**config.mk**
```make
export PLATFORM = sky130hd
export DESIGN_NAME = adc_trimmed_mean_filter
export DESIGN_NICKNAME = d
export VERILOG_FILES = /design/src/hw/rtl/atmf_pkg.sv /design/src/hw/rtl/adc_trimmed_mean_filter.sv /design/src/hw/rtl/atmf_ctrl.sv /design/src/hw/rtl/atmf_dp.sv
export VERILOG_INCLUDE_DIRS = /design/src /design/src/hw/rtl
export SDC_FILE = /design/constraint.sdc
export NUM_CORES = 1
export LEC_CHECK = 0
export BUFFER_PORTS_ARGS = -buffer_cell sky130_fd_sc_hd__buf_2
export CAP_MARGIN = 40
export CORE_MARGIN = 10
export CORE_UTILIZATION = 30
export DETAILED_ROUTE_END_ITERATION = 8
export SYNTH_ARGS = -nofsm -noshare
export SYNTH_HDL_FRONTEND = slang
export SYNTH_SLANG_ARGS = --single-unit
export TNS_END_PERCENT = 10
```
**constraint.sdc**
```tcl
create_clock -name i_clk -period 5.03 [get_ports i_clk]
set_input_delay 0.7545 -clock i_clk [delete_from_list [all_inputs] [get_ports i_clk]]
set_output_delay 0.7545 -clock i_clk [all_outputs]
set_load 0.02 [all_outputs]
```
**src/hw/rtl/adc_trimmed_mean_filter_defines.svh**
```systemverilog
// Assertion macros for the trimmed-mean filter.
// Included by the top level; uses no other file.
`ifndef ADC_TRIMMED_MEAN_FILTER_DEFINES_SVH
`define ADC_TRIMMED_MEAN_FILTER_DEFINES_SVH

// Same-cycle implication, disabled while reset is held.
`define ATMF_ASSERT_IMPLY(label, clk, rst_n, ante, cons, msg) \
    label: assert property (@(posedge clk) disable iff (!(rst_n)) \
        (ante) |-> (cons)) else $error(msg);

// Next-cycle implication, disabled while reset is held.
`define ATMF_ASSERT_NEXT(label, clk, rst_n, ante, cons, msg) \
    label: assert property (@(posedge clk) disable iff (!(rst_n)) \
        (ante) |=> (cons)) else $error(msg);

`endif

```
**src/hw/rtl/atmf_pkg.sv**
```systemverilog
// Shared types and constants of the trimmed-mean filter.
// Used by the controller, the datapath and the top level; depends on nothing.
package atmf_pkg;

    // Field widths.
    localparam int RAW_W      = 16;
    localparam int SAMPLE_W   = 12;
    localparam int QUOT_W     = 12;

    // Commands from the controller to the datapath.
    typedef struct packed {
        logic accept;    // take the request: write the sample, clear sums
        logic rd_en;     // read the next window entry
        logic trim;      // remove max and min, register the trimmed sum
        logic div_step;  // form the quotient by reciprocal multiplication
        logic load_out;  // move the quotient into the output register
    } t_atmf_cmd;

    // Status from the datapath to the controller.
    typedef struct packed {
        logic scan_last; // the last window entry is being read
        logic out_free;  // the output register can take a result
    } t_atmf_sts;

endpackage

```
**src/hw/rtl/adc_trimmed_mean_filter.sv**
```systemverilog
// Trimmed-mean moving filter for converter samples.
// Input channel: i_valid / o_stall with i_raw_sample; a request is taken when
// i_valid is high and o_stall is low. Only bits 11..0 of the sample are kept.
// Output channel: o_valid / i_stall with o_filtered_value and o_window_ready;
// a result is taken when o_valid is high and i_stall is low.
// Each request writes the ring, then the ring is read one entry per cycle
// (one memory read port) to form sum, max and min, and the trimmed sum is
// divided by one multiplication with the divisor's reciprocal. A new request
// is taken only once the last result has been loaded into the output register.
// The output register lets the next request start while a result waits.
// If the receiver stalls, the next finished result waits in the datapath and
// the block takes no new request until the output register is free.
// Reset (synchronous, active low) empties the ring: entries not yet written
// read as zero, the ready flag is low, and no result is pending.
// Depends on atmf_pkg, atmf_ctrl, atmf_dp and the assertion macro header.
`include "adc_trimmed_mean_filter_defines.svh"

module adc_trimmed_mean_filter
    import atmf_pkg::*;
#(
    parameter int WINDOW_LEN = 16
) (
    input  logic              i_clk,
    input  logic              i_rst_n,
    input  logic              i_valid,
    output logic              o_stall,
    input  logic [RAW_W-1:0]  i_raw_sample,
    output logic              o_valid,
    input  logic              i_stall,
    output logic [QUOT_W-1:0] o_filtered_value,
    output logic              o_window_ready
);

    t_atmf_cmd cmd;
    t_atmf_sts sts;

    // Sequencer.
    atmf_ctrl u_ctrl (
        .i_clk   (i_clk),
        .i_rst_n (i_rst_n),
        .i_valid (i_valid),
        .o_stall (o_stall),
        .i_sts   (sts),
        .o_cmd   (cmd)
    );

    // Ring, scan, divider and output register.
    atmf_dp #(
        .WINDOW_LEN (WINDOW_LEN)
    ) u_dp (
        .i_clk            (i_clk),
        .i_rst_n          (i_rst_n),
        .i_cmd            (cmd),
        .o_sts            (sts),
        .i_raw_sample     (i_raw_sample),
        .i_out_stall      (i_stall),
        .o_valid          (o_valid),
        .o_filtered_value (o_filtered_value),
        .o_window_ready   (o_window_ready)
    );

    // A taken request keeps the block busy in the next cycle.
    `ATMF_ASSERT_NEXT(a_busy_after_req, i_clk, i_rst_n, i_valid && !o_stall, o_stall, "request taken while busy")

    // A result is loaded only when the output register can take it.
    `ATMF_ASSERT_IMPLY(a_load_when_free, i_clk, i_rst_n, cmd.load_out, sts.out_free, "result overwrites a pending result")

    // The ready flag never drops between results once it is set.
    `ATMF_ASSERT_NEXT(a_ready_sticky, i_clk, i_rst_n, o_valid && o_window_ready, !o_valid || o_window_ready, "window ready flag dropped")

endmodule

```
**src/hw/rtl/atmf_ctrl.sv**
```systemverilog
// Controller state machine of the trimmed-mean filter.
// Depends on atmf_pkg; drives the datapath by command signals.
module atmf_ctrl
    import atmf_pkg::*;
(
    input  logic      i_clk,
    input  logic      i_rst_n,
    input  logic      i_valid,
    output logic      o_stall,
    input  t_atmf_sts i_sts,
    output t_atmf_cmd o_cmd
);

    typedef enum logic [5:0] {
        S_IDLE  = 6'b000001,
        S_SCAN  = 6'b000010,
        S_DRAIN = 6'b000100,
        S_TRIM  = 6'b001000,
        S_DIV   = 6'b010000,
        S_DONE  = 6'b100000
    } t_state;

    t_state r_state;
    t_state n_state;

    // Next state and commands.
    always_comb begin
        n_state        = r_state;
        o_cmd          = '0;
        o_stall        = 1'b1;
        unique case (r_state)
            S_IDLE: begin
                o_stall = 1'b0;
                if (i_valid) begin
                    o_cmd.accept = 1'b1;
                    n_state      = S_SCAN;
                end
            end
            S_SCAN: begin
                o_cmd.rd_en = 1'b1;
                if (i_sts.scan_last) begin
                    n_state = S_DRAIN;
                end
            end
            S_DRAIN: begin
                n_state = S_TRIM;
            end
            S_TRIM: begin
                o_cmd.trim = 1'b1;
                n_state    = S_DIV;
            end
            S_DIV: begin
                o_cmd.div_step = 1'b1;
                n_state        = S_DONE;
            end
            S_DONE: begin
                if (i_sts.out_free) begin
                    o_cmd.load_out = 1'b1;
                    n_state        = S_IDLE;
                end
            end
            default: begin
                n_state = S_IDLE;
            end
        endcase
    end

    // State register.
    always_ff @(posedge i_clk) begin
        if (!i_rst_n) begin
            r_state <= S_IDLE;
        end else begin
            r_state <= n_state;
        end
    end

endmodule

```
**src/hw/rtl/atmf_dp.sv**
```systemverilog
// Datapath of the trimmed-mean filter: sample ring, scan unit, divider, output register.
// Depends on atmf_pkg; controlled by atmf_ctrl through command and status structs.
module atmf_dp
    import atmf_pkg::*;
#(
    parameter int WINDOW_LEN = 16
) (
    input  logic                i_clk,
    input  logic                i_rst_n,
    input  t_atmf_cmd           i_cmd,
    output t_atmf_sts           o_sts,
    input  logic [RAW_W-1:0]    i_raw_sample,
    input  logic                i_out_stall,
    output logic                o_valid,
    output logic [QUOT_W-1:0]   o_filtered_value,
    output logic                o_window_ready
);

    localparam int IDX_W   = $clog2(WINDOW_LEN);
    localparam int SUM_W   = SAMPLE_W + IDX_W;
    localparam int DIVISOR = WINDOW_LEN - 2;
    localparam logic [IDX_W-1:0] LAST_IDX = IDX_W'(WINDOW_LEN - 1);

    // Reciprocal of the divisor, rounded up; exact for every sum below 2**SUM_W.
    localparam int DIV_SH  = SUM_W + $clog2(DIVISOR);
    localparam int RECIP_W = SUM_W + 1;
    localparam int PROD_W  = SUM_W + RECIP_W;
    localparam logic [RECIP_W-1:0] RECIP =
        RECIP_W'(((1 << DIV_SH) + DIVISOR - 1) / DIVISOR);

    // Sample ring and write side.
    logic [SAMPLE_W-1:0] r_mem [WINDOW_LEN];
    logic [IDX_W-1:0]    r_wr_pos;
    logic                r_filled;
    logic                r_ready;

    // Scan side.
    logic [IDX_W-1:0]    r_rd_addr;
    logic [SAMPLE_W-1:0] r_rd_data;
    logic                r_rd_ok;
    logic                r_rd_vld;
    logic [SUM_W-1:0]    r_total;
    logic [SAMPLE_W-1:0] r_hi;
    logic [SAMPLE_W-1:0] r_lo;

    // Divider.
    logic [SUM_W-1:0]     r_trim;
    logic [QUOT_W-1:0]    r_quot;

    // Output register.
    logic                r_out_valid;
    logic [QUOT_W-1:0]   r_out_value;
    logic                r_out_ready;

    logic [SAMPLE_W-1:0] n_val;
    logic [SUM_W-1:0]    n_trim;
    logic [PROD_W-1:0]   n_prod;

    // Ring write; entries are written in order, so the fill position marks what is valid.
    always_ff @(posedge i_clk) begin
        if (i_cmd.accept) begin
            r_mem[r_wr_pos] <= i_raw_sample[SAMPLE_W-1:0];
        end
    end

    always_ff @(posedge i_clk) begin
        if (!i_rst_n) begin
            r_wr_pos <= '0;
            r_filled <= 1'b0;
            r_ready  <= 1'b0;
        end else if (i_cmd.accept) begin
            r_ready <= r_ready | r_filled;
            if (r_wr_pos == LAST_IDX) begin
                r_wr_pos <= '0;
                r_filled <= 1'b1;
            end else begin
                r_wr_pos <= r_wr_pos + 1'b1;
            end
        end
    end

    // Registered ring read; an entry never written reads as zero.
    always_ff @(posedge i_clk) begin
        if (i_cmd.rd_en) begin
            r_rd_data <= r_mem[r_rd_addr];
            r_rd_ok   <= r_filled || (r_rd_addr < r_wr_pos);
        end
    end

    always_ff @(posedge i_clk) begin
        if (!i_rst_n) begin
            r_rd_vld  <= 1'b0;
            r_rd_addr <= '0;
        end else begin
            r_rd_vld <= i_cmd.rd_en;
            if (i_cmd.accept) begin
                r_rd_addr <= '0;
            end else if (i_cmd.rd_en) begin
                r_rd_addr <= r_rd_addr + 1'b1;
            end
        end
    end

    assign n_val = r_rd_ok ? r_rd_data : '0;

    // Running sum, maximum and minimum over the window.
    always_ff @(posedge i_clk) begin
        if (i_cmd.accept) begin
            r_total <= '0;
            r_hi    <= '0;
            r_lo    <= '1;
        end else if (r_rd_vld) begin
            r_total <= r_total + SUM_W'(n_val);
            if (n_val > r_hi) begin
                r_hi <= n_val;
            end
            if (n_val < r_lo) begin
                r_lo <= n_val;
            end
        end
    end

    // Trimmed sum; the max and min are two entries of the sum, so it stays non-negative.
    assign n_trim = r_total - SUM_W'(r_hi) - SUM_W'(r_lo);

    // Division by the constant divisor: multiply by the reciprocal and shift.
    assign n_prod = PROD_W'(r_trim) * PROD_W'(RECIP);

    always_ff @(posedge i_clk) begin
        if (i_cmd.trim) begin
            r_trim <= n_trim;
        end
        if (i_cmd.div_step) begin
            r_quot <= n_prod[DIV_SH +: QUOT_W];
        end
    end

    // Output register holds a result until the receiver takes it.
    always_ff @(posedge i_clk) begin
        if (!i_rst_n) begin
            r_out_valid <= 1'b0;
        end else if (i_cmd.load_out) begin
            r_out_valid <= 1'b1;
        end else if (!i_out_stall) begin
            r_out_valid <= 1'b0;
        end
    end

    always_ff @(posedge i_clk) begin
        if (i_cmd.load_out) begin
            r_out_value <= r_quot;
            r_out_ready <= r_ready;
        end
    end

    // Status to the controller.
    always_comb begin
        o_sts.scan_last = (r_rd_addr == LAST_IDX);
        o_sts.out_free  = !r_out_valid || !i_out_stall;
    end

    assign o_valid          = r_out_valid;
    assign o_filtered_value = r_out_value;
    assign o_window_ready   = r_out_ready;

endmodule
```
==> impl_results.md, run 1 <==
* Status: finished clean
* Non-filler cells, final at 2068
* Top-area cell type share of the netlist area at 44.1%
* Warnings, synthesis at 0
* Count leader, synth: edfxtp_1
* Slew margin rel. at 47.1%
* Distinct cell type count after synthesis at 66
* TritonRoute pass-1 iters at 4
* RSZ-0062 raised after global routing: yes
* Worst path arrival time at 5.28 ns
* Worst Path Max Fanout at 3
* GRT overflow at 0
* Largest cells by area after synthesis: edfxtp_1, ha_1, mux4_2
* Chip height at 256 um
* Fin. max-slew vios at 0
* IO Count at 35
* Area Growth Syn to Fin at 15.7%
* Clk slew on worst S/H paths at 0.06 ns
* Routed wire length at 33500 um
* Area of the multi-input gates at 7690 um^2
* Initial antenna violation count at 3
* Share of cells above drive strength 1 at 18.0%
* Final Hold Viols at 0
* Max Cap Viol at 0
* Drt first-iter violations at 482
* Maximum buffer depth of the clock tree at 3
* Synth async-reset ratio at 0%
* Worst path cell trace: ha_1 -> ha_1 -> inv_2 -> fa_1 -> inv_2 -> fa_1 -> inv_1 -> fa_1 -> inv_2 -> fa_1 -> ha_4 -> a2111oi_4 -> o21ai_1 -> a211oi_2 -> buf_4 -> nor2_4 -> a311oi_2 -> o21bai_1 -> xor2_1
* Die W at 256 um
* Slowest stage cell, crit path: fa_1
* Register area at 8550 um^2
* VDD IR max at 0.000321 V
* Clk Latency, worst-skew pair at 0.55 ns
* Final period util at 99.3%
* Post-synthesis sequential area ratio at 51.1%
* Cell leakage power at 7.51 nW
* Placeable Area at 55200 um^2
* Row cnt at 86
* CP top delay family: adder cells
* Finished Core Util at 35.1%
* Syn nets at 1467
* Routed vias at 9535
* Post-DRT Antenna Nets at 0
* Slew at the pin closest to its max-slew limit at 0.790 ns
* Cts bufs inserted at 34
* Mapped Cells at 1214
* Most frequent CP cell: fa_1
* Number of global-route vias before repair at 9993
* GRT Overall Usage at 10.1%
* CTS Sinks at 304
* CP Launch Type: register
* Die Area at 65600 um^2
* Post-DP HPWL at 24400 um
* First-pass GRT wire length at 53700 um
* Initial core utilization at 30.3%
* Placed Instances at 2004
* Synth area leader: edfxtp_1
* Synthesized area per cell at 13.8 um^2
* CTS tree: done
* #FFs+latches synth at 304
* Final net count at 1546
* WL per Instance at 16.2 um
* Worst clock skew at 0.0153 ns
* Port-buffer cells at 30
* Residual DRC at 0
* EDFF count, synth at 246
* Final setup viols at 0
* Via density per instance at 4.61
* PD cells at 332 nW/um^2
* Critical path's largest stage delay at 0.55 ns
* CTS Hold Bufs at 0
* Gpl congestion at 0.823
* Pin count of the biggest net entering global routing at 56
* Hold Path Class: register to register
* Top cells by count, synth: edfxtp_1, ha_1, inv_1, nor2_1, mux4_2
* Peak Freq at 200 MHz
* Fill cells at 5268
* Tmin final at 4.99 ns
* Worst EP required at 5.31 ns
* Crit path capture type: register
* CTS Root Cell: clkbuf_16
* Mapped Area at 16700 um^2
* CP bufs+invs at 5
* H-tree Lvls at 2
* WS Path Type: register to register
* Top_reg_cell synth: edfxtp_1
-- flip-flops by register name, summed over array words and instances, names as in the netlist, 4 cells and up --
register / cells
u_dp.r_rd_data: 12
u_dp.o_filtered_value: 12
u_dp.r_wr_pos: 4
u_dp.r_quot: 12
u_dp.r_trim: 16
u_dp.r_hi: 12
u_dp.r_rd_addr: 4
u_ctrl.r_state: 6
u_dp.r_total: 16
u_dp.r_lo: 12
u_dp.r_mem: 192
-- cells in the final DEF (no fill, tap or decap), drive strengths merged, types with 33 or more instances in the layout --
| cell type | instances |
|---|---|
| nand2 | 33 |
| ha | 176 |
| mux4 | 60 |
| clkbuf | 46 |
| o21ai | 36 |
| dfxtp | 58 |
| buf | 73 |
| a21oi | 40 |
| inv | 137 |
| edfxtp | 246 |
| fa | 57 |
| nor2 | 90 |
-- per-layer routing --
layer / vias to the layer above / global-route usage, % / part of all wire, %
met3: 49 / 1.93 / 3.8
met5: - / 0 / 0.039
met2: 109 / 18.7 / 53
met4: 2 / 2.91 / 1.7
li1: 4629 / - / -
met1: 4746 / 11.7 / 42
-- path summary, 6_finish.rpt --
| kind | start | to | slack (ns) | depth (start not counted) |
|---|---|---|---|---|
| worst min-delay path | u_dp.r_quot[8] | u_dp.o_filtered_value[8] | 0.42 | 0 |
| worst min register to register | u_dp.r_quot[8] | u_dp.o_filtered_value[8] | 0.42 | 0 |
| worst max register to register | u_dp.r_trim[14] | u_dp.r_quot[8] | 0.04 | 19 |
| worst max-delay path | u_dp.r_trim[14] | u_dp.r_quot[8] | 0.04 | 19 |
-- what timing repair did --
| action | 4_1_cts | 5_1_grt |
|---|---|---|
| buffers inserted | 1 | 0 |
| hold endpoints to repair | 0 | 0 |
| gates resized for setup | 4 | 14 |
| endpoints found under the setup margin | 7 | 12 |
| pin swaps | 4 | 20 |
-- area by class of cell --
cell class | instances | area share, %
well taps | 748 | 4.83
flip-flops and latches | 304 | 44.2
multi-input cells | 746 | 39.7
clock buffers | 46 | 4.85
diodes | 1 | 0.0129
clock inverters | 16 | 0.937
inverters | 134 | 2.60
repair buffers | 73 | 2.89
-- power by group --
| part | switching, W | leakage, nW | internal [W] |
|---|---|---|---|
| sequential | 0.0000459 | 2.69 | 0.00285 |
| clock | 0.00103 | 0.546 | 0.00144 |
| combinational | 0.000598 | 4.28 | 0.000462 |
| total | 0.00167 | 7.51 | 0.00475 |
-- kinds of logic after synthesis --
group / after synthesis / synth area share [%]
buffers and inverters: 164 / 3.86
muxes: 91 / 9.93
xor gates and xnor gates: 38 / 1.99
DFF: 304 / 51.1
AOI/OAI and AO/OA: 165 / 6.81
and+or+nand+nor: 219 / 6.36
adders and majority gates: 233 / 20.0
-- stage by stage --
stage          power [W]  setup slack (ns)  hold slack (ns)  setup TNS (ns)  area [um^2]
3_5_place_dp     0.00401           -0.0665            0.405          -0.236        18100
2_1_floorplan    0.00376             0.103            0.400               0        16700
5_1_grt          0.00674            -0.218            0.424           -1.52        19400
4_1_cts          0.00651         -0.000703            0.419       -0.000703        19300
6_report         0.00643            0.0375            0.417               0        19400
3_3_place_gp     0.00398           -0.0625            0.402          -0.120        17900
Note: power is estimated with default switching activity, not from simulation.
==> inputs of run 2 (changes only) <==
--- a/config.mk
+++ b/config.mk
@@ -11,6 +11,7 @@
 export CORE_MARGIN = 10
 export CORE_UTILIZATION = 30
 export DETAILED_ROUTE_END_ITERATION = 8
+export SETUP_SLACK_MARGIN = 0.1
 export SYNTH_ARGS = -nofsm -noshare
 export SYNTH_HDL_FRONTEND = slang
 export SYNTH_SLANG_ARGS = --single-unit
==> run 2 against run 1 <==
Core utilization is 0.15 points higher. Non-clock buffer count up 2. Total power about the same. Wire length increased by 0.22%. Largest cell class unchanged. Clock-buffer cell count unchanged. Setup slack better by 0.010 ns. Combinational power barely moved. Sequential power barely moved. Sequential share of layout area down 0.19 points. Via count decreased by 0.27%.
==> impl_results.md, run 2 (synthesized netlist as in run 1, its figures left out) <==
* Flop2flop setup slack at 0.05 ns
* Final net count at 1548
* Drt first-iter violations at 504
* GRT Overall Usage at 10.2%
* Placeable Area at 55200 um^2
* Routed wire length at 33600 um
* Commonest non-fill, non-tap cell in the layout: edfxtp_1
* Tmin final at 4.98 ns
* Final period util at 99.0%
* Initial antenna violation count at 3
* Cell leakage power at 7.52 nW
* Area Growth Syn to Fin at 16.2%
* Non-filler cells, final at 2070
* H-tree Lvls at 2
* Highest-count cells in the layout ignoring fill and taps: edfxtp_1, ha_1, inv_1, nor2_1, mux4_2
* Cell Area, Placed at 18100 um^2
* Final setup viols at 0
* Residual DRC at 0
* WHS Endpoint: u_dp.o_filtered_value[8]
* Post-route cell area at 19500 um^2
* WS Path Type: register to register
* Post-DRT Antenna Nets at 0
* CTS Sinks at 304
* Pin count of the biggest net entering global routing at 56
* Initial core utilization at 30.3%
* Finished Core Util at 35.2%
* Hold_sp: u_dp.r_quot[8]
* PD cells at 330 nW/um^2
* Setup_tns at 0 ns
* Slowest stage cell, crit path: fa_1
* Max FFs per register at 192
* GRT overflow at 0
* CTS Root Cell: clkbuf_16
* Chip height at 256 um
* CTS Hold Bufs at 0
* Port-buffer cells at 30
* CP Launch Type: register
* Share of cells above drive strength 1 at 18.6%
* Gpl congestion at 0.823
* Reg-to-reg startpoint: u_dp.r_trim[14]
* Fin. max-slew vios at 0
* Post-DP HPWL at 24400 um
* Die Area at 65600 um^2
* Cells on worst reg2reg path at 21
* Routed vias at 9509
* VDD IR max at 0.000322 V
* Worst clock skew at 0.0143 ns
* TritonRoute pass-1 iters at 4
* Slew margin rel. at 47.3%
* IO Count at 35
* Clk slew on worst S/H paths at 0.06 ns
* Slew at the pin closest to its max-slew limit at 0.787 ns
* Hold Path Class: register to register
* RSZ-0062 raised after global routing: yes
* Row cnt at 86
* Worst EP required at 5.31 ns
* Worst Path Max Fanout at 4
* First-pass GRT wire length at 53900 um
* Placed Instances at 2004
* Regs by FF count: u_dp.r_mem (192), u_dp.r_total (16), u_dp.r_trim (16)
* WL per Instance at 16.2 um
* Max Cap Viol at 0
* Worst path cell trace: buf_4 -> inv_1 -> ha_1 -> fa_1 -> inv_1 -> fa_1 -> fa_1 -> inv_1 -> fa_1 -> inv_1 -> ha_4 -> ha_4 -> buf_4 -> nand4_1 -> a211oi_2 -> o21bai_1 -> buf_4 -> o21ai_2 -> a21o_1 -> a21oi_2 -> xnor2_1
* CP top delay family: adder cells
* Number of global-route vias before repair at 10009
* Hold Crit Depth at 0
* Cts bufs inserted at 34
* Critical path's largest stage delay at 0.52 ns
* Status: finished clean
* Maximum buffer depth of the clock tree at 3
* Clk Latency, worst-skew pair at 0.54 ns
* CTS tree: done
* Worst path arrival time at 5.26 ns
* Peak Freq at 201 MHz
* Via density per instance at 4.59
* Crit path capture type: register
* CP bufs+invs at 7
* WHS at 0.417 ns
* Most flop-heavy register: u_dp.r_mem
* Die W at 256 um
* Worst r2r dst: u_dp.r_quot[4]
* Final Hold Viols at 0
-- run 2: cell count changes in the layout (fill, tap and decap cells not counted), sizes merged --
cell	change
buf	+2
-- run 2: metal layers --
layer,GRT usage [%],vias up,wire (um)
li1,-,4634,-
met1,11.7,4702,14000
met2,18.7,124,17700
met3,1.93,47,1250
met4,2.91,2,588
met5,0,-,13
-- run 2: worst max path at each step --
stage | from | to | cells after the start
detailed placement | u_dp.r_trim[13] | u_dp.r_quot[8] | 19
finish | u_dp.r_trim[14] | u_dp.r_quot[4] | 21
global route | u_dp.r_trim[14] | u_dp.r_quot[3] | 21
global placement | u_dp.r_trim[13] | u_dp.r_quot[8] | 19
CTS | u_dp.r_trim[14] | u_dp.r_quot[8] | 19
floorplan | u_dp.r_trim[13] | u_dp.r_quot[8] | 18
-- run 2: area by class of cell --
type                    instances  area, um^2
diodes                          1        2.50
clock buffers                  46         940
clock inverters                16         181
fillers                      5261       35700
inverters                     134         503
multi-input cells             746        7760
flip-flops and latches        304        8550
well taps                     748         936
repair buffers                 75         579
-- run 2: power breakdown --
part / internal (W) / total [W] / switching, W
clock: 0.00144 / 0.00247 / 0.00103
combinational: 0.000463 / 0.00106 / 0.000597
sequential: 0.00285 / 0.00290 / 0.0000459
total: 0.00475 / 0.00643 / 0.00167
-- run 2: what timing repair did --
action,4_1_cts,5_1_grt
setup buffers,2,1
gates resized for setup,11,17
pin swaps,18,12
setup endpoints to repair,10,12
-- run 2: stage by stage --
step | total power (W) | worst slack (ns)
4_1_cts | 0.00651 | 0.0511
5_1_grt | 0.00674 | -0.138
3_3_place_gp | 0.00398 | -0.0625
3_5_place_dp | 0.00401 | -0.0665
6_report | 0.00643 | 0.0479
2_1_floorplan | 0.00376 | 0.103
